File: src/rtl/iprf_pkg.sv
// iprf_pkg: shared types and constants for integer_pair_ratio_float.
// No dependencies.
`timescale 1ns / 1ps
package iprf_pkg;
  localparam int MW = 53;
  localparam int QW = 55;
  typedef enum logic [1:0] {
    REG_LOW  = 2'd0,
    REG_HIGH = 2'd1,
    REG_HALF = 2'd2
  } reg_idx_t;
  typedef struct packed {
    logic        special;
    logic [63:0] sbits;
    logic [10:0] exp;
    logic [MW-1:0] div;
    logic [MW:0]   rem;
    logic [QW-1:0] quo;
  } cell_t;
endpackage

File: src/rtl/iprf_cvt.sv
// iprf_cvt: unsigned 64-bit to 53-bit significand with RNE, returns exponent p.
// Depends on iprf_pkg.
`timescale 1ns / 1ps
module iprf_cvt (
  input  logic [63:0] v,
  output logic [iprf_pkg::MW-1:0] mant,
  output logic [6:0]  p
);
  logic [5:0]  lz;
  logic [63:0] nv;
  logic [53:0] m;
  logic        g, st;
  always_comb begin
    lz = 6'd0;
    for (int i = 0; i < 64; i++) if (v[i]) lz = 6'(63 - i);
    nv = v << lz;
    g  = nv[10];
    st = |nv[9:0];
    m  = {1'b0, nv[63:11]} + 54'(g && (st || nv[11]));
    if (m[53]) begin
      mant = m[53:1];
      p    = 7'(64 - lz);
    end else begin
      mant = m[52:0];
      p    = 7'(63 - lz);
    end
  end
endmodule

File: config.mk
export PLATFORM = sky130hd
export DESIGN_NAME = iprf_cvt
export DESIGN_NICKNAME = d
export VERILOG_FILES = /design/src/rtl/iprf_pkg.sv /design/src/rtl/iprf_cvt.sv
export SDC_FILE = /design/constraint.sdc
export NUM_CORES = 1
export LEC_CHECK = 0
export ABC_AREA = 1
export BUFFER_PORTS_ARGS = -buffer_cell sky130_fd_sc_hd__buf_2
export CORE_MARGIN = 2
export CORE_UTILIZATION = 40
export DETAILED_ROUTE_END_ITERATION = 6
export REMOVE_ABC_BUFFERS = 1
export SLEW_MARGIN = 30
export SYNTH_ARGS = -nofsm -noshare
export SYNTH_HDL_FRONTEND = slang
export SYNTH_SLANG_ARGS = --single-unit
File: constraint.sdc
create_clock -name vclk -period 7.4
set_input_delay 1.11 -clock vclk [all_inputs]
set_output_delay 1.11 -clock vclk [all_outputs]
set_load 0.01 [all_outputs]
# Word-level counts from Yosys, hierarchy flattened
# Cells that the tools add are included.
[word_totals]
register_bits = 0
elab_cells = 73
inputBits = 64
out_inout_bits = 60
[classes]
shift = 1
n_addsub = 3
muxes = 66
n_reduce_logical = 3
[op_table]
columns = ["cell", "count"]
rows = [
  ["two-way mux 6 bit", 64],
  ["<< shifter 64 x 6 -> 64 bit", 1],
  ["adder 53 x 1 -> 54 bit", 1],
  ["two-way mux 53 bit", 1],
  ["OR reduction 10 bit", 1],
  ["two-way mux 7 bit", 1],
  ["subtractor 6 x 6 -> 7 bit (first input constant)", 1],
  ["subtractor 7 x 6 -> 7 bit (first input constant)", 1],
  ["logical AND 1 bit", 1],
  ["logical OR 1 bit", 1],
]

# Depth between registers and ports, before layout
# Gate-level depths: netlist of the first run.
[logic_depth]
depth_word = 70
mapped_depth = 84

# Worst setup path before layout of the first run
# Ideal clock, no wire load.
[synth_path]
path_kind = "input to output"
start = "input port v[1]"
end = "output port mant[36] (netlist bit)"
path_stages = 79
required_time_ns = 6.290
t_arrival_ns = 6.111
path_slack_ns = 0.179
n_path_buf = 1
cell_sequence = "inv_2 > nand2_1 > nand2_1 > nand2_1 > nand2_1 > nand2_1 > nand2_1 > nand2_1 > nand2_1 > nand2_1 > nand2_1 > nand2_1 > nand2_1 > nand2_1 > nand2_1 > nand2_1 > nand2_1 > nand2_1 > (+43 left out) > nand2_4 > nand2_4 > buf_6 > nand2_1 > nand3_1 > nand2_1 > o21ai_1 > nand3_2 > nor2_4 > ha_1 > inv_1 > nor3_2 > nand2_1 > nor2_1 > nand3_1 > nor2_1 > nand3_1 > a21oi_1"
[synth_via]
elab_chain_cells = 69
[synth_rtl]
columns = ["item", "line", "text"]
rows = [
  ["start: declaration", "iprf_cvt.sv:5", "input logic [63:0] v,"],
  ["two-way mux 6 bit (63 in a row)", "iprf_cvt.sv:15", "for (int i = 0; i < 64; i++) if (v[i]) lz = 6'(63 - i);"],
  ["<< shifter 64 x 6 -> 64 bit (*)", "iprf_cvt.sv:16", "nv = v << lz;"],
  ["OR reduction 10 bit", "iprf_cvt.sv:18", "st = |nv[9:0];"],
  ["logical OR 1 bit", "iprf_cvt.sv:19", "m = {1'b0, nv[63:11]} + 54'(g && (st || nv[11]));"],
  ["logical AND 1 bit", "iprf_cvt.sv:19", ""],
  ["adder 53 x 1 -> 54 bit (*)", "iprf_cvt.sv:19", ""],
  ["two-way mux 53 bit (*)", "iprf_cvt.sv:20", "if (m[53]) begin"],
  ["end: declaration", "iprf_cvt.sv:6", "output logic [iprf_pkg::MW-1:0] mant,"],
]
# Every way passes the cells marked *; elsewhere a longest branch is shown, timed or not.

# Worst setup path after layout of the first run
[layout_path]
start = "input port v[1]"
end = "output port mant[19] (netlist bit)"
# The elaborated chain is that of the path after synthesis.

==> results of run 1 <==
worst paths after layout:
kind / start / endpoint / slack, ns
worst max-delay path: v[1] / mant[19] / -1.0
worst min-delay path: v[48] / mant[52] / 2.92
power breakdown:
part / leakage, uW / switching [uW] / internal (uW)
Clock: 0.00000000557 / 0 / 0.0000186
Sequential: 0 / 0 / 0
Combinational: 0.00661 / 690 / 478
Total: 0.00661 / 690 / 478
worst max-delay path: cells and delay by family:
| family | cells | cell delay (ns) |
|---|---|---|
| and+or+nand+nor | 77 | 5.20 |
| buffers and inverters | 8 | 0.96 |
through the flow:
stage                     cells  worst slack [ns]
after floorplan            1623             -2.88
after global placement     2311            -0.813
after detailed placement   2311            -0.812
after CTS                  2320            -0.685
after global routing       2348             -1.64
final                      2349             -1.00
area by class of cell:
class | instances | area share (%)
multi-input cells | 1437 | 65.0
repair buffers | 459 | 27.0
diodes | 1 | 0.0192
well taps | 265 | 2.54
inverters | 187 | 5.46
per-layer routing:
layer | part of all wire (%) | vias to the layer above | routed length [um]
met5 | 0 | - | 0
met4 | 5.2 | 0 | 2290
met3 | 11 | 230 | 4840
met2 | 44 | 994 | 19500
met1 | 39 | 6297 | 17300
li1 | - | 6423 | -
cells in the final DEF, fill, tap and decap left out, types with 4 or more instances in the layout:
cell and n:
nand2_4 10, clkbuf_16 7, nand3_1 443, o21ai_1 8
nand2_2 82, buf_2 123, nand2_8 4, nand4_1 19
xor2_1 19, nand3_4 26, nand2_1 412, buf_4 304
nor2_2 51, a21oi_2 4, nor2_4 34, nor3_1 14
inv_1 136, o211ai_1 5, buf_6 8, clkinv_1 6
nand3_2 151, nor4_1 12, o21ai_0 11, buf_12 12
a21oi_1 6, nor2_1 93, xnor2_1 4, inv_2 42
kinds of logic (layout without fill, tap and decap cells):
logic type,Yosys count,in the layout,synth area share (%)
AND/OR/NAND/NOR,1359,1360,78.8
buffers and inverters,270,646,14.4
AO/OA/AOI/OAI,48,48,3.45
XOR/XNOR,26,26,2.88
adder cells (fa/ha/maj),3,3,0.474
other,0,1,0
what timing repair did:
item	in CTS	in global routing
gates cloned	3	9
resized for setup	120	293
pin swaps	11	84
endpoints found under the hold margin	0	0
setup endpoints to repair	60	60
setup buffers	6	19
==> run_results.csv, run 1 <==
group,metric,value,unit
routing,first_iter_violations,1949,
routing,antenna_left,0,
finish,design_area,13000,um2
worst_setup_path,slowest_stage,"nand3_2",
sta,worstMarginPinSlew,1.08,ns
worst_setup_path,worstPathArrival,7.29,ns
routing,via_per_inst,5.94,
sta,drv_slew,0,
worst_setup_path,path_class,"in -> out",
floorplan,io_pins,124,
grt,grt_use_met3,4.05,%
grt,top_usage_layer,"met2",
worst_setup_path,end_kind,"output port",
grt,grt_util_all_layers,36.1,%
synthesis,synth_area_leaders,"nand3_1 (38%), nand2_1 (23%), nor2_1 (7.2%), inv_1 (6.8%), xor2_1 (2.4%)",
run_status,outcome,"finished, violations left",
sta,finalWorstSetupSlack,-1.00,ns
power_and_ir_drop,p_total,1170,uW
sta,fin_crit_sh,114,%
finish,seq_cells,0,
sta,hold_viol,0,
worst_setup_path,cpMostUsedCell,"nand2_1",
sta,fin_hold_ws,2.92,ns
finish,area_growth_syn_to_layout,64.7,%
grt,antenna_found_initial,1,
sta,setup_viol,60,
synthesis,synth_area,7920,um2
sta,finalSetupTns,-51.35,ns
sta,relSlewSlack,27.8,%
placement,hpwlAfterDp,31300,um
floorplan,start_util,40.7,%
grt,grt_util_met2,59.6,%
synthesis,ys_warn_count,0,
synthesis,yosys-top-cells-count,"nand3_1 (604), nand2_1 (488), nor2_1 (152), inv_1 (143), inv_2 (37)",
power_and_ir_drop,ir_drop,46.0,uV
floorplan,die_area,20900,um2
sta,fmax,0.119,GHz
synthesis,yosysTopAreaCell,"nand3_1",
routing,drt-pass1-iter-count,7,
synthesis,synth_cell_types,38,
worst_setup_path,cpPeakStageDelay,0.24,ns
finish,multiInputGateArea,8470,um2
synthesis,yosys.area.top_type_share,38.2,%
grt,overflow,0,
grt,grt_util_met1,49.7,%
finish,nFillCells,1803,
floorplan,rows,51,
power_and_ir_drop,p_per_area,89.6,nW/um2
routing,post-route-drc-count,0,
cts,ctsHoldBuffers,0,
floorplan,chipWidth,145,um
routing,drt_wl_total,44000,um
finish,fin_nets,2152,
synthesis,yosysMostFrequentCell,"nand3_1",
hold_path,hp-class,"in -> out",
synthesis,syn-instance-count,1706,
placement,gp_congestion,1.02,
placement,post_dp_cell_area,10800,um2
run_status,violations,"negative setup slack",
worst_setup_path,required,6.29,ns
hold_path,worstHoldPathCells,8,
sta,fin_crit,8.40,ns
grt,first_global_vias,11500,
power_and_ir_drop,leakage,0.00661,uW
finish,final_util,67.0,%
synthesis,avgSynthCellArea,4.64,um2
routing,vias,13900,
worst_setup_path,cp-start-kind,"input pin",
grt,grt_max_degree,71,
worst_setup_path,crit_fanout,7,
routing,wl_per_cell,18.7,um
grt,grt_pass1_wl,59700,um
finish,seqCellArea,0,um2
synthesis,ys_seq_area_share,0,%
floorplan,core_area,19500,um2
floorplan,die_h,145,um
run,maxCapViolCount,0,
finish,nClkBuffers,0,
placement,place.port_buffers,124,
sta,rsz0062_at_grt,"yes",
finish,drive_gt1_share,42.3,%
(Power assumes the default switching activity.)
==> run 2, diff against run 1 <==
--- a/config.mk
+++ b/config.mk
@@ -7,7 +7,6 @@
 export LEC_CHECK = 0
 export ABC_AREA = 1
 export BUFFER_PORTS_ARGS = -buffer_cell sky130_fd_sc_hd__buf_2
-export CORE_MARGIN = 2
 export CORE_UTILIZATION = 40
 export DETAILED_ROUTE_END_ITERATION = 6
 export REMOVE_ABC_BUFFERS = 1
==> run 2 against run 1 <==
  * Sequential share of layout area unchanged
  * Highest routed layer unchanged
  * Critical path depth down 1
  * Largest power group unchanged
  * Combinational power down 4%
  * Non-clock buffer count down 14
  * The run still ends with negative setup slack left
  * Design area down 3.3%
  * Routed wire length down 6.2%
  * Worst hold slack better by 0.068 ns
  * Via count down 4.7%
==> run_results.csv, run 2 (synthesis gave the netlist of run 1 again) <==
group,metric,value,unit
routing,antenna_left,0,
run_status,violations,"negative setup slack",
grt,first_global_vias,11800,
floorplan,die_area,20400,um2
grt,grt_pass1_wl,61600,um
floorplan,io_pins,124,
sta,setup_viol,60,
hold_path,holdPathEnd,"mant[52]",
hold_path,min_from,"v[48]",
run,maxCapViolCount,0,
sta,hold_viol,0,
finish,seqCellArea,0,um2
sta,fin_crit,8.08,ns
worst_setup_path,cpPeakStageDelay,0.22,ns
placement,gp_congestion,1.01,
floorplan,core_area,19500,um2
cts,ctsHoldBuffers,0,
sta,finalWorstSetupSlack,-0.676,ns
power_and_ir_drop,ir_drop,37.4,uV
worst_setup_path,path_class,"in -> out",
power_and_ir_drop,combinationalPowerShare,100.0,%
hold_path,worstHoldPathCells,8,
sta,rsz0062_at_grt,"yes",
worst_setup_path,cp-start-kind,"input pin",
power_and_ir_drop,switching_share,58.7,%
run_status,outcome,"finished, violations left",
placement,dp.cells,2305,
power_and_ir_drop,p_sw,659,uW
worst_setup_path,end_kind,"output port",
floorplan,rows,51,
routing,post-route-drc-count,0,
finish,drive_gt1_share,39.9,%
routing,drt_wl_total,41200,um
worst_setup_path,cpMostUsedCell,"nand2_1",
placement,place_ws,-1.06,ns
grt,overflow,0,
grt,grt_max_degree,71,
floorplan,start_util,40.7,%
finish,final_cells,2334,
worst_setup_path,crit_fanout,7,
worst_setup_path,worst-path-stages,84,
sta,relSlewSlack,36.6,%
routing,drt-pass1-iter-count,6,
floorplan,die_h,143,um
sta,fin_crit_sh,109,%
grt,grt_util_all_layers,38.6,%
placement,place.port_buffers,124,
routing,first_iter_violations,1332,
hold_path,hp-class,"in -> out",
worst_setup_path,required,6.29,ns
power_and_ir_drop,clockPowerShare,0,%
floorplan,chipWidth,143,um
worst_setup_path,worstPathArrival,6.97,ns
finish,layout_common_cells,"nand3_1 (456), nand2_1 (431), buf_4 (297)",
placement,hpwlAfterDp,32300,um
sta,fmax,0.124,GHz
power_and_ir_drop,internal_power,463,uW
routing,vias,13300,
finish,seq_cells,0,
finish,nClkBuffers,0,
routing,wl_per_cell,17.7,um
finish,fin_nets,2137,
worst_setup_path,worst-path-buf-inv,8,
sta,worstMarginPinSlew,0.950,ns
routing,via_per_inst,5.69,
sta,drv_slew,0,
power_and_ir_drop,p_per_area,89.0,nW/um2
grt,antenna_found_initial,0,
worst_setup_path,cp_top_family,"simple AND/OR/NAND/NOR gates",
power_and_ir_drop,pwr-share-seq,0,%
finish,final_common_cell,"nand3_1",
worst_setup_path,slowest_stage,"clkbuf_16",
power_and_ir_drop,leakage,0.00647,uW
finish,area_growth_syn_to_layout,59.3,%
[run 2: cell count changes in the layout (fill, tap and decap cells not counted), moves of 3 or more]
cell,change
a21oi_1,+3
clkbuf_16,-6
buf_4,-7
a21oi_2,-3
nand3_1,+13
nand3_4,-11
nor2_4,-5
buf_12,+5
nand2_1,+19
buf_6,-3
nand2_2,-16
nor2_1,+4
[run 2: how the worst max path moves through the flow]
stage               start        to  slack (ns)
detailed placement   v[1]  mant[39]       -1.06
global placement     v[1]  mant[15]       -1.15
global route         v[0]  mant[51]       -1.43
floorplan            v[0]  mant[49]       -2.88
CTS                  v[1]  mant[51]       -0.66
finish               v[0]      p[4]       -0.68
[run 2: per-layer routing]
| metal | GRT usage [%] | up-vias | wire, um | share of wire [%] |
|---|---|---|---|---|
| met5 | 0 | - | 0 | 0 |
| met4 | 14.3 | 0 | 1830 | 4.4 |
| met3 | 3.92 | 115 | 3590 | 8.7 |
| met2 | 62.3 | 750 | 18200 | 44 |
| met1 | 52.7 | 6036 | 17600 | 43 |
| li1 | - | 6389 | - | - |
[run 2: cell type report]
cell class                      count  area [um2]
Tap cell                          265         332
Fill cell                        1929        6850
Multi-Input combinational cell   1436        8210
Inverter                          187         708
Antenna cell                        1        2.50
Timing Repair Buffer              445        3360
[run 2: power groups by stage]
| stage | sequential [uW] | combinational (uW) | clock [uW] |
|---|---|---|---|
| finish | 0 | 1120 | 0.00000000889 |
| global route | 0 | 1210 | 0 |
| CTS | 0 | 1000 | 0 |
| detailed placement | 0 | 946 | 0 |
| global placement | 0 | 944 | 0 |
| floorplan | 0 | 496 | 0 |
[run 2: tightest hold or removal path, stage by stage]
cell     delay, ns
buf_2         0.09
nor4_1        0.07
nand2_1       0.06
nor2_1        0.14
nand2_1       0.15
o21ai_1       0.07
nand2_1       0.06
buf_2         0.12
[run 2: timing repair]
| item | 4_1_cts | 5_1_grt |
|---|---|---|
| pin swaps | 21 | 57 |
| gates cloned | 3 | 1 |
| setup buffers | 16 | 8 |
| setup endpoints to repair | 60 | 60 |
| gates resized for setup | 105 | 236 |
[run 2: per-stage QoR]
step	util, %	hold slack, ns	cell area, um2	TNS (ns)	power [uW]
CTS	59.0	2.97	11500	-35.81	1000
floorplan	-	2.55	7480	-157.65	496
finish	64.8	2.99	12600	-36.32	1120
global placement	55.7	2.95	10800	-45.45	944
global route	64.8	3.02	12600	-80.48	1210
detailed placement	55.7	2.97	10800	-44.21	946
==> run 3, diff against run 2 <==
--- a/config.mk
+++ b/config.mk
@@ -6,11 +6,12 @@
 export NUM_CORES = 1
 export LEC_CHECK = 0
 export ABC_AREA = 1
-export BUFFER_PORTS_ARGS = -buffer_cell sky130_fd_sc_hd__buf_2
+export CORE_ASPECT_RATIO = 2
 export CORE_UTILIZATION = 40
 export DETAILED_ROUTE_END_ITERATION = 6
+export DONT_BUFFER_PORTS = 1
 export REMOVE_ABC_BUFFERS = 1
-export SLEW_MARGIN = 30
+export SLEW_MARGIN = 25
 export SYNTH_ARGS = -nofsm -noshare
 export SYNTH_HDL_FRONTEND = slang
 export SYNTH_SLANG_ARGS = --single-unit
==> run 3 against run 2 <==
  * The flow still finishes with violations (negative setup slack)
  * Core utilization down 4.9 points
  * Critical endpoint is now mant[2]
  * Largest cell class unchanged
  * Design area down 8.1%
  * Via count down 1.9%
==> run_results.csv, run 3 (synthesis gave the netlist of run 1 again) <==
group,metric,value,unit
worst_setup_path,end_kind,"output port",
finish,final_util,59.8,%
worst_setup_path,slowest_stage,"clkbuf_16",
sta,drv_slew,0,
finish,seq_cells,0,
sta,worstMarginPinSlew,1.05,ns
floorplan,die_area,20400,um2
routing,via_per_inst,5.83,
finish,area_growth_syn_to_layout,46.4,%
run,maxCapViolCount,0,
routing,drt_wl_total,45400,um
finish,drive_gt1_share,32.3,%
sta,finalWorstSetupSlack,-0.829,ns
finish,num_antenna_cells,0,
power_and_ir_drop,p_total,1050,uW
worst_setup_path,worstPathArrival,7.12,ns
sta,relSlewSlack,29.2,%
sta,rsz0062_at_grt,"yes",
routing,antenna_left,0,
power_and_ir_drop,p_per_area,90.9,nW/um2
finish,nClkBuffers,0,
floorplan,core_area,19400,um2
floorplan,start_util,40.9,%
worst_setup_path,cpMostUsedCell,"nand2_1",
cts,ctsHoldBuffers,0,
power_and_ir_drop,ir_drop,69.3,uV
worst_setup_path,cpPeakStageDelay,0.19,ns
floorplan,rows,72,
routing,drt-pass1-iter-count,7,
hold_path,holdPathEnd,"mant[52]",
worst_setup_path,crit_fanout,16,
finish,fin_nets,2048,
routing,vias,13000,
routing,wl_per_cell,20.3,um
worst_setup_path,path_class,"in -> out",
worst_setup_path,required,6.29,ns
sta,fin_crit_sh,111,%
floorplan,die_h,201,um
floorplan,io_pins,124,
grt,first_global_vias,12500,
sta,fmax,0.122,GHz
finish,seqCellArea,0,um2
floorplan,chipWidth,101,um
placement,hpwlAfterDp,36800,um
routing,post-route-drc-count,0,
run_status,outcome,"finished, violations left",
placement,gp_congestion,1.05,
grt,overflow,0,
grt,antenna_found_initial,0,
power_and_ir_drop,leakage,0.00592,uW
routing,first_iter_violations,830,
grt,grt_util_all_layers,42.9,%
grt,grt_pass1_wl,66200,um
placement,place.port_buffers,0,
sta,setup_viol,60,
worst_setup_path,cp-start-kind,"input pin",
hold_path,min_from,"v[48]",
finish,layout_common_cells,"nand3_1 (538), nand2_1 (440), buf_4 (331)",
sta,fin_crit,8.23,ns
hold_path,worstHoldPathCells,6,
run_status,violations,"negative setup slack",
placement,place_ws,-0.807,ns
grt,grt_max_degree,71,
finish,final_common_cell,"nand3_1",
sta,hold_viol,0,
hold_path,hp-class,"in -> out",
run 3: cell count changes in the layout (fill, tap and decap cells not counted), moves of 3 or more:
cell       previous run  this run
nand3_1             456       538
clkbuf_16             1         4
nand2_4               8         4
nand2_1             431       440
buf_2               121         0
nor2_1               97       104
nand2_2              66        62
nand3_2             149        73
nor2_4               29        22
nand3_4              15         9
buf_4               297       331
run 3: stage by stage:
stage / instances / cell area [um2] / hold slack, ns / TNS [ns]
floorplan: 1623 / 7480 / 2.55 / -157.65
global placement: 2222 / 10500 / 2.73 / -42.98
detailed placement: 2222 / 10500 / 2.74 / -41.15
CTS: 2226 / 10900 / 2.74 / -33.42
global route: 2238 / 11600 / 2.80 / -84.73
finish: 2238 / 11600 / 2.73 / -43.99
run 3: what timing repair did:
action | 4_1_cts | 5_1_grt
endpoints found under the setup margin | 60 | 60
buffers inserted | 4 | 8
cloned | 0 | 4
pin swaps | 5 | 36
resized for setup | 94 | 125
run 3: critical path, delay by kind of cell:
kind,cells,cell delay [ns]
and+or+nand+nor,76,4.86
buffers and inverters,8,1.05
AOI/OAI and AO/OA,1,0.05
run 3: worst max path at each step:
stage / start / end / slack [ns] / depth (start not counted)
2_1_floorplan: v[0] / mant[49] / -2.88 / 43
3_3_place_gp: v[1] / mant[48] / -0.83 / 80
3_5_place_dp: v[1] / mant[36] / -0.81 / 80
4_1_cts: v[1] / mant[36] / -0.64 / 84
5_1_grt: v[1] / p[0] / -1.50 / 83
6_report: v[1] / mant[2] / -0.83 / 85
run 3: final cells by class:
type,count,area [um2]
fillers,2107,7780
inverters,187,704
multi-input cells,1436,7610
well taps,259,324
repair buffers,356,2950
run 3: per-layer routing:
| metal | track usage (%) | vias up | wire length [um] | share of wire, % |
|---|---|---|---|---|
| li1 | - | 6200 | - | - |
| met1 | 38.5 | 5980 | 14400 | 32 |
| met2 | 78.8 | 623 | 22800 | 50 |
| met3 | 6.55 | 237 | 2870 | 6.3 |
| met4 | 40.2 | 0 | 5310 | 12 |
| met5 | 0 | - | 0 | 0 |
run 3: report_power, final:
group	internal, uW	switching, uW
sequential	0	0
clock	0	0
combinational	432	621
total	432	621
