==> src/rtl/iprf_pkg.sv <==
// iprf_pkg: shared types and constants for integer_pair_ratio_float.
// No dependencies.
`timescale 1ns / 1ps
package iprf_pkg;
  localparam int MW = 53;
  localparam int QW = 55;
  typedef enum logic [1:0] {
    REG_LOW  = 2'd0,
    REG_HIGH = 2'd1,
    REG_HALF = 2'd2
  } reg_idx_t;
  typedef struct packed {
    logic        special;
    logic [63:0] sbits;
    logic [10:0] exp;
    logic [MW-1:0] div;
    logic [MW:0]   rem;
    logic [QW-1:0] quo;
  } cell_t;
endpackage

==> src/rtl/iprf_cell.sv <==
// iprf_cell: one restoring-division step and pipeline register.
// Depends on iprf_pkg.
`timescale 1ns / 1ps
module iprf_cell (
  input  logic clk,
  input  logic en,
  input  iprf_pkg::cell_t din,
  output iprf_pkg::cell_t dout
);
  iprf_pkg::cell_t c_nxt;
  logic [iprf_pkg::MW:0] d;
  always_comb begin
    c_nxt = din;
    d = din.rem - {1'b0, din.div};
    if (!d[iprf_pkg::MW]) begin
      c_nxt.rem = {d[iprf_pkg::MW-1:0], 1'b0};
      c_nxt.quo = {din.quo[iprf_pkg::QW-2:0], 1'b1};
    end else begin
      c_nxt.rem = {din.rem[iprf_pkg::MW-1:0], 1'b0};
      c_nxt.quo = {din.quo[iprf_pkg::QW-2:0], 1'b0};
    end
  end
  always_ff @(posedge clk) begin
    if (en) dout <= c_nxt;
  end
endmodule

==> config.mk <==
export PLATFORM = sky130hd
export DESIGN_NAME = iprf_cell
export DESIGN_NICKNAME = d
export VERILOG_FILES = /design/src/rtl/iprf_pkg.sv /design/src/rtl/iprf_cell.sv
export SDC_FILE = /design/constraint.sdc
export NUM_CORES = 1
export LEC_CHECK = 0
export ABC_AREA = 1
export BUFFER_PORTS_ARGS = -buffer_cell sky130_fd_sc_hd__buf_2
export CAP_MARGIN = 15
export CELL_PAD_IN_SITES_DETAIL_PLACEMENT = 1
export CELL_PAD_IN_SITES_GLOBAL_PLACEMENT = 2
export CORE_UTILIZATION = 30
export CTS_CLUSTER_DIAMETER = 100
export DETAILED_ROUTE_END_ITERATION = 16
export PLACE_DENSITY = 0.94
export SYNTH_ARGS = -nofsm -noshare
export SYNTH_HDL_FRONTEND = slang
export SYNTH_SLANG_ARGS = --single-unit
==> constraint.sdc <==
create_clock -name clk -period 5.1 [get_ports clk]
set_input_delay 0.51 -clock clk [delete_from_list [all_inputs] [get_ports clk]]
set_output_delay 0.51 -clock clk [all_outputs]
set_load 0.005 [all_outputs]
-- Word-level counts from Yosys, hierarchy flattened
Index checks and enable logic that the tools add are counted.
- flip-flop bits (word level): 238
- output and inout bits: 238
- logic and storage cells: 8
- add/subtract/negate cells: 1
- muxes and demuxes: 1
- operators with widths (kind ; count):
    $mux 109 ; 1
    $sub 54x53->54 ; 1

-- Logic depth before layout (Yosys ltp)
Gate-level depths: netlist of the first run.
- depth after elaboration: 2
- mapped depth: 17
- gate-level depth less buffers: 16

-- Least setup slack after synthesis of the first run
Ideal clock, no wire load.
- kind: input port to flip-flop
- start: input din[132] (netlist bit)
- end: register dout[77] (netlist bit) (data pin)
- data arrival time: 2.024 ns
- data required time: 4.848 ns
- setup slack: 2.824 ns
- cell stages on the path: 15
- path through: inv_1 -> ha_1 -> nand2_1 -> inv_1 -> nand2_1 -> nand2_1 -> nand2_1 -> nand2_1 -> nand2_1 -> nand2_1 -> nand2_1 -> nand4_4 -> buf_2 -> nand3_1 -> nand2_1
- RTL lines (element ; line ; source):
    from (decl) ; iprf_cell.sv:7 ; input iprf_pkg::cell_t din,
    to (signal assigned) ; iprf_cell.sv:24 ; if (en) dout <= c_nxt;
    to (decl) ; iprf_cell.sv:8 ; output iprf_pkg::cell_t dout

==> run summary, run 1 <==
STA
• 372 MHz — highest achievable clock rate
• 0 — total count of max-transition violations in the final report
• 0.740 ns — slew of the pin with the lowest slew margin
• 50.3% — Slew HR
• 0 — final-report setup violation count
• 0 ns — setup total negative slack
• 52.7% — period utilisation layout
• 2.41 ns — post-route worst setup slack
• 0 — final hold viol count
• 2.69 ns — final worst path period need
• no — unrepaired setup endpoints after global routing

Detailed routing
• 4.55 — via count normalized by instance count
• 11600 — vias
• 0 — Post-route DRC
• 5 — DRT Pass-1 Iters
• 708 — DRC marker count from the first detailed-route iteration
• 0 — antenna violation net count after detailed routing
• 20.4 um — routed wirelength normalized by instance count
• 51900 um — overall routed net length

Placed design
• 1.77 ns — post-placement worst setup slack
• 43100 um — placed wire-length estimate
• 2488 — Cells after DPL
• 0.874 — placer congestion estimate
• 475 — Port Buffer Count

Floorplan
• 75 — site row count
• 478 — Top Ports
• 30.5% — initial standard-cell utilization of the core
• 209 um — x dimension of the die
• 43600 um^2 — die outline area
• 209 um — die extent in y
• 42000 um^2 — Floorplan Core Area

Finish
• 5199 — fill count
• 2538 — final cell count without fillers
• 2272 — final net count
• 39.6% — final core utilization
• sky130_fd_sc_hd__nand2_1 — most common cell after layout, fill and taps aside
• 29.7% — area overhead of the layout relative to synthesis
• 237 — flip-flop count of the largest register, all copies and words added
• 26.7% — layout cell share with drive strength beyond 1
• sky130_fd_sc_hd__nand2_1, sky130_fd_sc_hd__buf_2, sky130_fd_sc_hd__inv_1 — most frequent cells in the layout
• dout — register with the highest flop count
• dout: 237 flops — biggest regs

GRT
• 75900 um — wire length of the first global-routing pass
• 0 — aggregate global routing overflow
• 23.4% — combined global-route utilization of all metal layers
• 106 — maximum number of pins on one net before global-route repair
• 12000 — via count of the first global-routing pass
• 7 — antenna violations before repair

Critical path
• 35 — Max FO, Critical Path
• 3.14 ns — Worst EP arrival
• register — type of element capturing the critical path
• input port — startpoint kind of the worst setup timing path
• in -> reg — critical path start-end classification
• 5.55 ns — required time at the worst-slack endpoint

CTS
• 1 — CTS H-tree depth
• 0.06 ns — clock slew at the register clock pins of the worst setup and hold paths
• 0 — post_cts resized
• 0 — Setup Fix Bufs, Post-CTS
• yes — TritonCTS clock tree
• 0 — number of hold-repair buffers added at the cts stage
• sky130_fd_sc_hd__clkbuf_16 — clk root buf
• 27 — TritonCTS buffer count
• 237 — CTS sink count
• 3 — buffer levels on the longest clock path

Synth
• 8.64 um^2 — average cell area after synthesis
• 12800 um^2 — synthesized cell area
• 0 — number of warnings issued by yosys
• 31 — number of unique standard cell types used by synthesis
• 55.5% — post-synthesis sequential area ratio
• 237 — flip-flop and latch count after synthesis
• 1485 — synthesized instance count
• 1779 — net count of the mapped netlist

Pwr
• 222 uV — highest ir drop seen on vdd
• 323 nW/um^2 — Cell Pwr Density
• 8.62 nW — static power due to leakage

Worst hold path
• dout[210] — worst hold path endpoint
• din[210] — critical hold path startpoint
• 1 — cell depth of the worst min-delay path
• in -> reg — worst min-delay path category

Flow run
• 0 — Max Cap Viol

Run status
• completed — result of the run

## per-stage QoR
step                area, um^2  total power, mW  hold WS, ns
CTS                      16600             5.46       0.0646
global route             16600             5.63       0.0867
finish                   16600             5.37        0.108
floorplan                12800             3.01        0.609
detailed placement       15800             3.59        0.689
global placement         15800             3.57        0.687
## where the power goes
part,switching [mW],internal [mW],total (mW)
Combinational,0.719,0.402,1.12
Clock,0.814,1.02,1.84
Sequential,0.0485,2.36,2.41
Total,1.58,3.79,5.37
## worst max-delay path: stages
cell and delay, ns:
sky130_fd_sc_hd__buf_2 0.10, sky130_fd_sc_hd__inv_1 0.04, sky130_fd_sc_hd__ha_1 0.34, sky130_fd_sc_hd__nand2_1 0.15, sky130_fd_sc_hd__inv_1 0.05, sky130_fd_sc_hd__nand2_1 0.06, sky130_fd_sc_hd__nand2_1 0.06, sky130_fd_sc_hd__inv_1 0.06
sky130_fd_sc_hd__nand2_1 0.11, sky130_fd_sc_hd__inv_1 0.08, sky130_fd_sc_hd__nand3_1 0.26, sky130_fd_sc_hd__nand2_2 0.20, sky130_fd_sc_hd__nand3_2 0.10, sky130_fd_sc_hd__nand2_4 0.27, sky130_fd_sc_hd__buf_4 0.43, sky130_fd_sc_hd__nand3_1 0.15
sky130_fd_sc_hd__nand2_1 0.11
## cell type report
class | instances | area [um^2] | share of cell area [%]
diodes | 3 | 7.51 | 0.0451
repair buffers | 480 | 2440 | 14.6
clock buffers | 34 | 702 | 4.22
inverters | 298 | 1120 | 6.72
well taps | 539 | 674 | 4.05
multi-input cells | 934 | 4480 | 26.9
clock inverters | 13 | 101 | 0.609
flip-flops and latches | 237 | 7120 | 42.8
## how the worst max path moves through the flow
stage	endpoint	cells after the start	from	slack [ns]
after global placement	dout[83]	17	din[128]	1.82
after CTS	dout[83]	17	din[128]	2.35
after global routing	dout[77]	15	din[126]	2.14
after detailed placement	dout[83]	17	din[128]	1.77
after floorplan	dout[77]	15	din[132]	2.82
final	dout[108]	17	din[128]	2.41
## cells by family after synthesis
family	share of synthesized area (%)
AO/OA/AOI/OAI	2.07
XOR/XNOR	1.71
adder cells (fa/ha/maj)	5.32
buffers and inverters	9.62
flip-flops	55.5
other	0.0292
AND/OR/NAND/NOR	25.8
## synthesized netlist by cell type
master	count	area share (%)
sky130_fd_sc_hd__nand2_1	561	16
sky130_fd_sc_hd__inv_1	296	8.7
sky130_fd_sc_hd__edfxtp_1	237	55
sky130_fd_sc_hd__nand3_1	115	4.5
sky130_fd_sc_hd__nor2_1	84	2.5
sky130_fd_sc_hd__ha_1	53	5.2
sky130_fd_sc_hd__a21oi_1	35	1.4
sky130_fd_sc_hd__xor2_1	22	1.5
sky130_fd_sc_hd__nand4_1	13	0.63
sky130_fd_sc_hd__nor3_1	13	0.51
sky130_fd_sc_hd__buf_2	9	0.35
sky130_fd_sc_hd__o21ai_0	6	0.23
sky130_fd_sc_hd__and2_1	5	0.24
sky130_fd_sc_hd__buf_6	5	0.44
sky130_fd_sc_hd__nor2_2	4	0.19
sky130_fd_sc_hd__o21bai_1	4	0.23
sky130_fd_sc_hd__xnor2_1	3	0.20
sky130_fd_sc_hd__a21o_1	2	0.12
sky130_fd_sc_hd__buf_4	2	0.12
sky130_fd_sc_hd__inv_2	2	0.059
sky130_fd_sc_hd__nand2_2	2	0.097
sky130_fd_sc_hd__o21a_1	2	0.12
sky130_fd_sc_hd__or2_2	2	0.097
sky130_fd_sc_hd__conb_1	1	0.029
sky130_fd_sc_hd__fa_1	1	0.16
sky130_fd_sc_hd__nand2_4	1	0.088
sky130_fd_sc_hd__nand2_8	1	0.16
sky130_fd_sc_hd__nand3_2	1	0.078
sky130_fd_sc_hd__nand3b_1	1	0.059
sky130_fd_sc_hd__nand4_4	1	0.17
sky130_fd_sc_hd__nor3_4	1	0.13
## layer usage
layer	wire length [um]	global-route usage, %	up-vias
met5	41	0	-
li1	-	-	5670
met4	1170	5.27	6
met1	22300	29.1	5471
met2	25500	41.7	349
met3	2880	4.33	59
Note: power is estimated with default switching activity, not from simulation.
==> run 2, diff against run 1 <==
--- a/config.mk
+++ b/config.mk
@@ -10,10 +10,10 @@
 export CAP_MARGIN = 15
 export CELL_PAD_IN_SITES_DETAIL_PLACEMENT = 1
 export CELL_PAD_IN_SITES_GLOBAL_PLACEMENT = 2
-export CORE_UTILIZATION = 30
+export CORE_UTILIZATION = 28
 export CTS_CLUSTER_DIAMETER = 100
 export DETAILED_ROUTE_END_ITERATION = 16
-export PLACE_DENSITY = 0.94
+export PLACE_DENSITY = 0.89
 export SYNTH_ARGS = -nofsm -noshare
 export SYNTH_HDL_FRONTEND = slang
 export SYNTH_SLANG_ARGS = --single-unit
==> constraint.sdc (replaced) <==
create_clock -name clk -period 2.5 [get_ports clk]
set_input_delay 0.25 -clock clk [delete_from_list [all_inputs] [get_ports clk]]
set_output_delay 0.25 -clock clk [all_outputs]
set_load 0.005 [all_outputs]
==> run summary, run 2 (synthesized netlist as in run 1, its figures left out) <==
Pwr
• 586 nW/um^2 — Cell Pwr Density
• 8.31 mW — Internal
• 29.1% — net switching share of the total power
• 3.42 mW — switching power
• 33.1% — share of total power in the clock network
• 472 uV — highest ir drop seen on vdd
• 10.1 nW — static power due to leakage
• 24.8% — logic gate share of total power
• 42.1% — portion of total power attributed to sequential cells

Finish
• 30.9% — layout cell share with drive strength beyond 1
• sky130_fd_sc_hd__nand2_1 — most common cell after layout, fill and taps aside
• sky130_fd_sc_hd__nand2_1, sky130_fd_sc_hd__buf_2, sky130_fd_sc_hd__inv_1 — most frequent cells in the layout
• 56.0% — area overhead of the layout relative to synthesis
• 2580 — final net count
• 4840 um^2 — area of the multi-input gates
• 237 — flip-flop count of the largest register, all copies and words added
• 5440 — fill count
• 2909 — final cell count without fillers
• 7120 um^2 — FF/Latch Area
• dout — register with the highest flop count
• dout: 237 flops — biggest regs

Floorplan
• 28.3% — initial standard-cell utilization of the core
• 46700 um^2 — die outline area
• 45300 um^2 — Floorplan Core Area
• 216 um — die extent in y
• 78 — site row count
• 478 — Top Ports
• 216 um — x dimension of the die

GRT
• 24.2% — combined global-route utilization of all metal layers
• 4 — antenna violations before repair
• 72 — maximum number of pins on one net before global-route repair
• 0 — aggregate global routing overflow
• 84900 um — wire length of the first global-routing pass
• 13800 — via count of the first global-routing pass

Detailed routing
• 0 — Post-route DRC
• 4.38 — via count normalized by instance count
• 557 — DRC marker count from the first detailed-route iteration
• 0 — antenna violation net count after detailed routing
• 19.8 um — routed wirelength normalized by instance count
• 57700 um — overall routed net length
• 6 — DRT Pass-1 Iters
• 12700 — vias

Critical path
• 2.72 ns — Worst EP arrival
• 2.80 ns — required time at the worst-slack endpoint
• 25 — Max FO, Critical Path
• in -> reg — critical path start-end classification
• din[134] — CP startpoint
• register — type of element capturing the critical path
• input port — startpoint kind of the worst setup timing path
• dout[76] — worst setup path endpoint

CTS
• 237 — CTS sink count
• 3 — buffer levels on the longest clock path
• 0.06 ns — clock slew at the register clock pins of the worst setup and hold paths
• 28 — TritonCTS buffer count
• sky130_fd_sc_hd__clkbuf_16 — clk root buf
• yes — TritonCTS clock tree
• 1 — CTS H-tree depth

STA
• 413 MHz — highest achievable clock rate
• 0 — final-report setup violation count
• yes — unrepaired setup endpoints after global routing
• 96.8% — period utilisation layout
• 0.0792 ns — post-route worst setup slack
• 2.42 ns — final worst path period need
• 0 — total count of max-transition violations in the final report
• 0 — final hold viol count

Placed design
• 2655 — Cells after DPL
• 475 — Port Buffer Count
• 45000 um — placed wire-length estimate
• -0.0794 ns — post-placement worst setup slack
• 0.932 — placer congestion estimate

Flow run
• 0 — Max Cap Viol

Worst hold path
• in -> reg — worst min-delay path category

Run status
• completed — result of the run

==> run 2: cell type report <==
cell class | instances | share of cell area [%]
Clock buffer | 38 | 3.79
Clock inverter | 12 | 0.437
Tap cell | 600 | 3.75
Inverter | 298 | 5.59
Antenna cell | 3 | 0.0375
Timing Repair Buffer | 787 | 26.7
Multi-Input combinational cell | 934 | 24.2
Sequential cell | 237 | 35.5
==> run 2: critical path, cell delays in order <==
cell                            delay (ns)
sky130_fd_sc_hd__dlygate4sd3_1        0.60
sky130_fd_sc_hd__buf_2                0.15
sky130_fd_sc_hd__inv_1                0.08
sky130_fd_sc_hd__ha_4                 0.30
sky130_fd_sc_hd__nand2_2              0.09
sky130_fd_sc_hd__nor2_4               0.15
sky130_fd_sc_hd__inv_2                0.08
sky130_fd_sc_hd__nor3_4               0.17
sky130_fd_sc_hd__nand2_1              0.09
sky130_fd_sc_hd__nor2_2               0.13
sky130_fd_sc_hd__nand2_4              0.08
sky130_fd_sc_hd__nand3_2              0.08
sky130_fd_sc_hd__nand2_4              0.10
sky130_fd_sc_hd__buf_12               0.18
sky130_fd_sc_hd__nand3_1              0.09
sky130_fd_sc_hd__nand2_1              0.07
==> run 2: power by group through the flow <==
stage | Clock (mW) | Sequential, mW | Combinational [mW]
5_1_grt | 4.10 | 4.97 | 3.22
3_5_place_dp | 0 | 5.01 | 2.56
3_3_place_gp | 0 | 5.00 | 2.52
2_1_floorplan | 0 | 5.06 | 1.08
6_report | 3.88 | 4.94 | 2.91
4_1_cts | 3.98 | 4.94 | 2.84
==> run 2: repair_timing <==
item                                   in CTS  in global routing
setup endpoints to repair                   0                 54
hold buffers                              199                  0
resized for setup                           0                 83
buffers inserted                            0                  2
endpoints found under the hold margin     199                  0
==> run 2: through the flow <==
step / power [mW] / cell area (um^2) / TNS, ns / utilization, % / hold WS (ns)
3_3_place_gp: 7.52 / 16800 / -0.237 / 37.1 / 0.427
4_1_cts: 11.8 / 19600 / 0 / 43.4 / 0.0000210
3_5_place_dp: 7.57 / 16800 / -2.94 / 37.1 / 0.428
6_report: 11.7 / 20000 / 0 / 44.2 / 0.0246
5_1_grt: 12.3 / 20000 / -0.566 / 44.2 / 0.0214
2_1_floorplan: 6.13 / 12800 / 0 / - / 0.349
==> run 2: how the worst min path moves through the flow <==
stage              from        end  slack [ns]  depth (start not counted)
2_1_floorplan  din[109]  dout[109]        0.35                          0
3_3_place_gp   din[220]  dout[220]        0.43                          1
3_5_place_dp   din[213]  dout[213]        0.43                          1
4_1_cts         din[71]   dout[72]     0.00002                          3
5_1_grt         din[71]   dout[72]        0.02                          3
6_report       din[101]  dout[102]        0.02                          3
==> run 2: routing by layer <==
metal	GRT usage [%]	up-vias	routed length, um
met1	29.6	6000	24400
met5	0	-	13
met4	9.62	2	2240
li1	-	6302	-
met2	42.6	353	28500
met3	3.66	83	2600
==> run 3, diff against run 2 <==
--- a/config.mk
+++ b/config.mk
@@ -8,12 +8,11 @@
 export ABC_AREA = 1
 export BUFFER_PORTS_ARGS = -buffer_cell sky130_fd_sc_hd__buf_2
 export CAP_MARGIN = 15
-export CELL_PAD_IN_SITES_DETAIL_PLACEMENT = 1
-export CELL_PAD_IN_SITES_GLOBAL_PLACEMENT = 2
-export CORE_UTILIZATION = 28
+export CORE_AREA = 2 2 188 190
 export CTS_CLUSTER_DIAMETER = 100
 export DETAILED_ROUTE_END_ITERATION = 16
-export PLACE_DENSITY = 0.89
+export DIE_AREA = 0 0 190 192
+export PLACE_DENSITY = 0.72
 export SYNTH_ARGS = -nofsm -noshare
 export SYNTH_HDL_FRONTEND = slang
 export SYNTH_SLANG_ARGS = --single-unit
==> run summary, run 3 (synthesized netlist as in run 1, its figures left out) <==
Finish
• dout — register with the highest flop count
• 57.5% — final core utilization
• 7120 um^2 — FF/Latch Area
• 53.7% — area overhead of the layout relative to synthesis
• 4990 um^2 — area of the multi-input gates
• dout: 237 flops — biggest regs
• sky130_fd_sc_hd__nand2_1, sky130_fd_sc_hd__buf_2, sky130_fd_sc_hd__inv_1 — most frequent cells in the layout
• 237 — flip-flop count of the largest register, all copies and words added
• 30.5% — layout cell share with drive strength beyond 1
• 2721 — final cell count without fillers
• 3016 — fill count
• 19700 um^2 — summed area of non-filler cells in the final layout
• sky130_fd_sc_hd__nand2_1 — most common cell after layout, fill and taps aside
• 2537 — final net count

Floorplan
• 68 — site row count
• 478 — Top Ports
• 36500 um^2 — die outline area
• 190 um — x dimension of the die
• 192 um — die extent in y
• 37.4% — initial standard-cell utilization of the core
• 34300 um^2 — Floorplan Core Area

GRT
• 12700 — via count of the first global-routing pass
• 75100 um — wire length of the first global-routing pass
• 0 — aggregate global routing overflow
• 70 — maximum number of pins on one net before global-route repair
• 6 — antenna violations before repair
• 27.7% — combined global-route utilization of all metal layers

Critical path
• input port — startpoint kind of the worst setup timing path
• sky130_fd_sc_hd__dlygate4sd3_1 — cell with the largest stage delay on the worst path
• in -> reg — critical path start-end classification
• 13 — Max FO, Critical Path
• simple AND/OR/NAND/NOR gates — cell family contributing the most delay on the critical path
• 6 — number of buffer and inverter stages on the critical path
• 0.52 ns — maximum cell stage delay along the critical path
• 2.79 ns — required time at the worst-slack endpoint
• sky130_fd_sc_hd__nand2_1 — critical path's most frequent cell
• dlygate4sd3_1, buf_2, inv_1, ha_1, nand2_2, nor2_1, buf_4, inv_1, nor2_2, nand2_1, nor2_2, nand2_4, nand4_4, clkbuf_16, nand2_8, nand2_1, nand2_1 — chain of cells forming the critical path
• 2.74 ns — Worst EP arrival
• register — type of element capturing the critical path

Pwr
• 8.36 mW — Internal
• 25.0% — logic gate share of total power
• 9.97 nW — static power due to leakage
• 41.7% — portion of total power attributed to sequential cells
• 502 uV — highest ir drop seen on vdd
• 33.3% — share of total power in the clock network
• 29.3% — net switching share of the total power
• 11.8 mW — total power of the final layout
• 599 nW/um^2 — Cell Pwr Density
• 3.46 mW — switching power

STA
• 0 ns — setup total negative slack
• yes — unrepaired setup endpoints after global routing
• 98.0% — period utilisation layout
• 2.45 ns — final worst path period need
• 408 MHz — highest achievable clock rate
• 0 — total count of max-transition violations in the final report
• 0.596 ns — slew of the pin with the lowest slew margin
• 0 — final hold viol count
• 0 — final-report setup violation count
• 0.0511 ns — post-route worst setup slack
• 60.3% — Slew HR
• 0.0267 ns — worst hold slack

CTS
• yes — TritonCTS clock tree
• 3 — buffer levels on the longest clock path
• 0.06 ns — clock slew at the register clock pins of the worst setup and hold paths
• 237 — CTS sink count
• 1 — CTS H-tree depth
• 27 — TritonCTS buffer count
• sky130_fd_sc_hd__clkbuf_16 — clk root buf

Detailed routing
• 20.7 um — routed wirelength normalized by instance count
• 5 — DRT Pass-1 Iters
• 836 — DRC marker count from the first detailed-route iteration
• 0 — antenna violation net count after detailed routing
• 0 — Post-route DRC
• 4.77 — via count normalized by instance count
• 56400 um — overall routed net length
• 13000 — vias

Placed design
• 0.927 — placer congestion estimate
• 2473 — Cells after DPL
• 16300 um^2 — placed cell areas
• 40400 um — placed wire-length estimate
• 475 — Port Buffer Count
• -0.0722 ns — post-placement worst setup slack

Run status
• completed — result of the run

Flow run
• 0 — Max Cap Viol

Worst hold path
• in -> reg — worst min-delay path category

## run 3: cell count changes in the layout (fill, tap and decap cells not counted), sizes merged, moves of 2 or more
cell	change
clkinvlp	+2
nand2	+5
buf	-36
bufinv	+2
clkinv	+2
dlygate4sd3	-16
## run 3: worst min-delay path: cells and delay by family
family	cells	cell delay, ns
buf+inv	1	0.09
simple gates	2	0.13
## run 3: power by group through the flow
| stage | logic (mW) | registers (mW) | clock network, mW |
|---|---|---|---|
| after floorplan | 1.08 | 5.06 | 0 |
| after global placement | 2.39 | 5.00 | 0 |
| after detailed placement | 2.41 | 4.99 | 0 |
| after CTS | 2.66 | 4.92 | 3.99 |
| after global routing | 3.21 | 4.96 | 4.13 |
| final | 2.95 | 4.93 | 3.94 |
## run 3: path summary, 6_finish.rpt
check	startpoint	to	slack (ns)	depth (start not counted)
setup / recovery	din[149]	dout[74]	0.05	17
hold / removal	din[89]	dout[90]	0.03	3
## run 3: repair_timing
item,4_1_cts,5_1_grt
endpoints found under the setup margin,0,54
hold buffers,183,0
buffers inserted,0,1
hold endpoints to repair,183,0
gates resized for setup,0,100
## run 3: metal layers
layer / global-route usage (%) / share of wire [%]
met3: 4.99 / 7.1
met4: 11.1 / 4.7
met5: 0 / 0.097
met2: 48.6 / 48
met1: 33.8 / 40
## run 3: layout make-up
class	instances	area share (%)
antenna	3	0.0381
tap	455	2.89
timing repair buffer	740	25.7
multi-input combinational	939	25.3
clock buffer	32	3.52
clock inverter	17	0.837
inverter	298	5.67
sequential	237	36.1
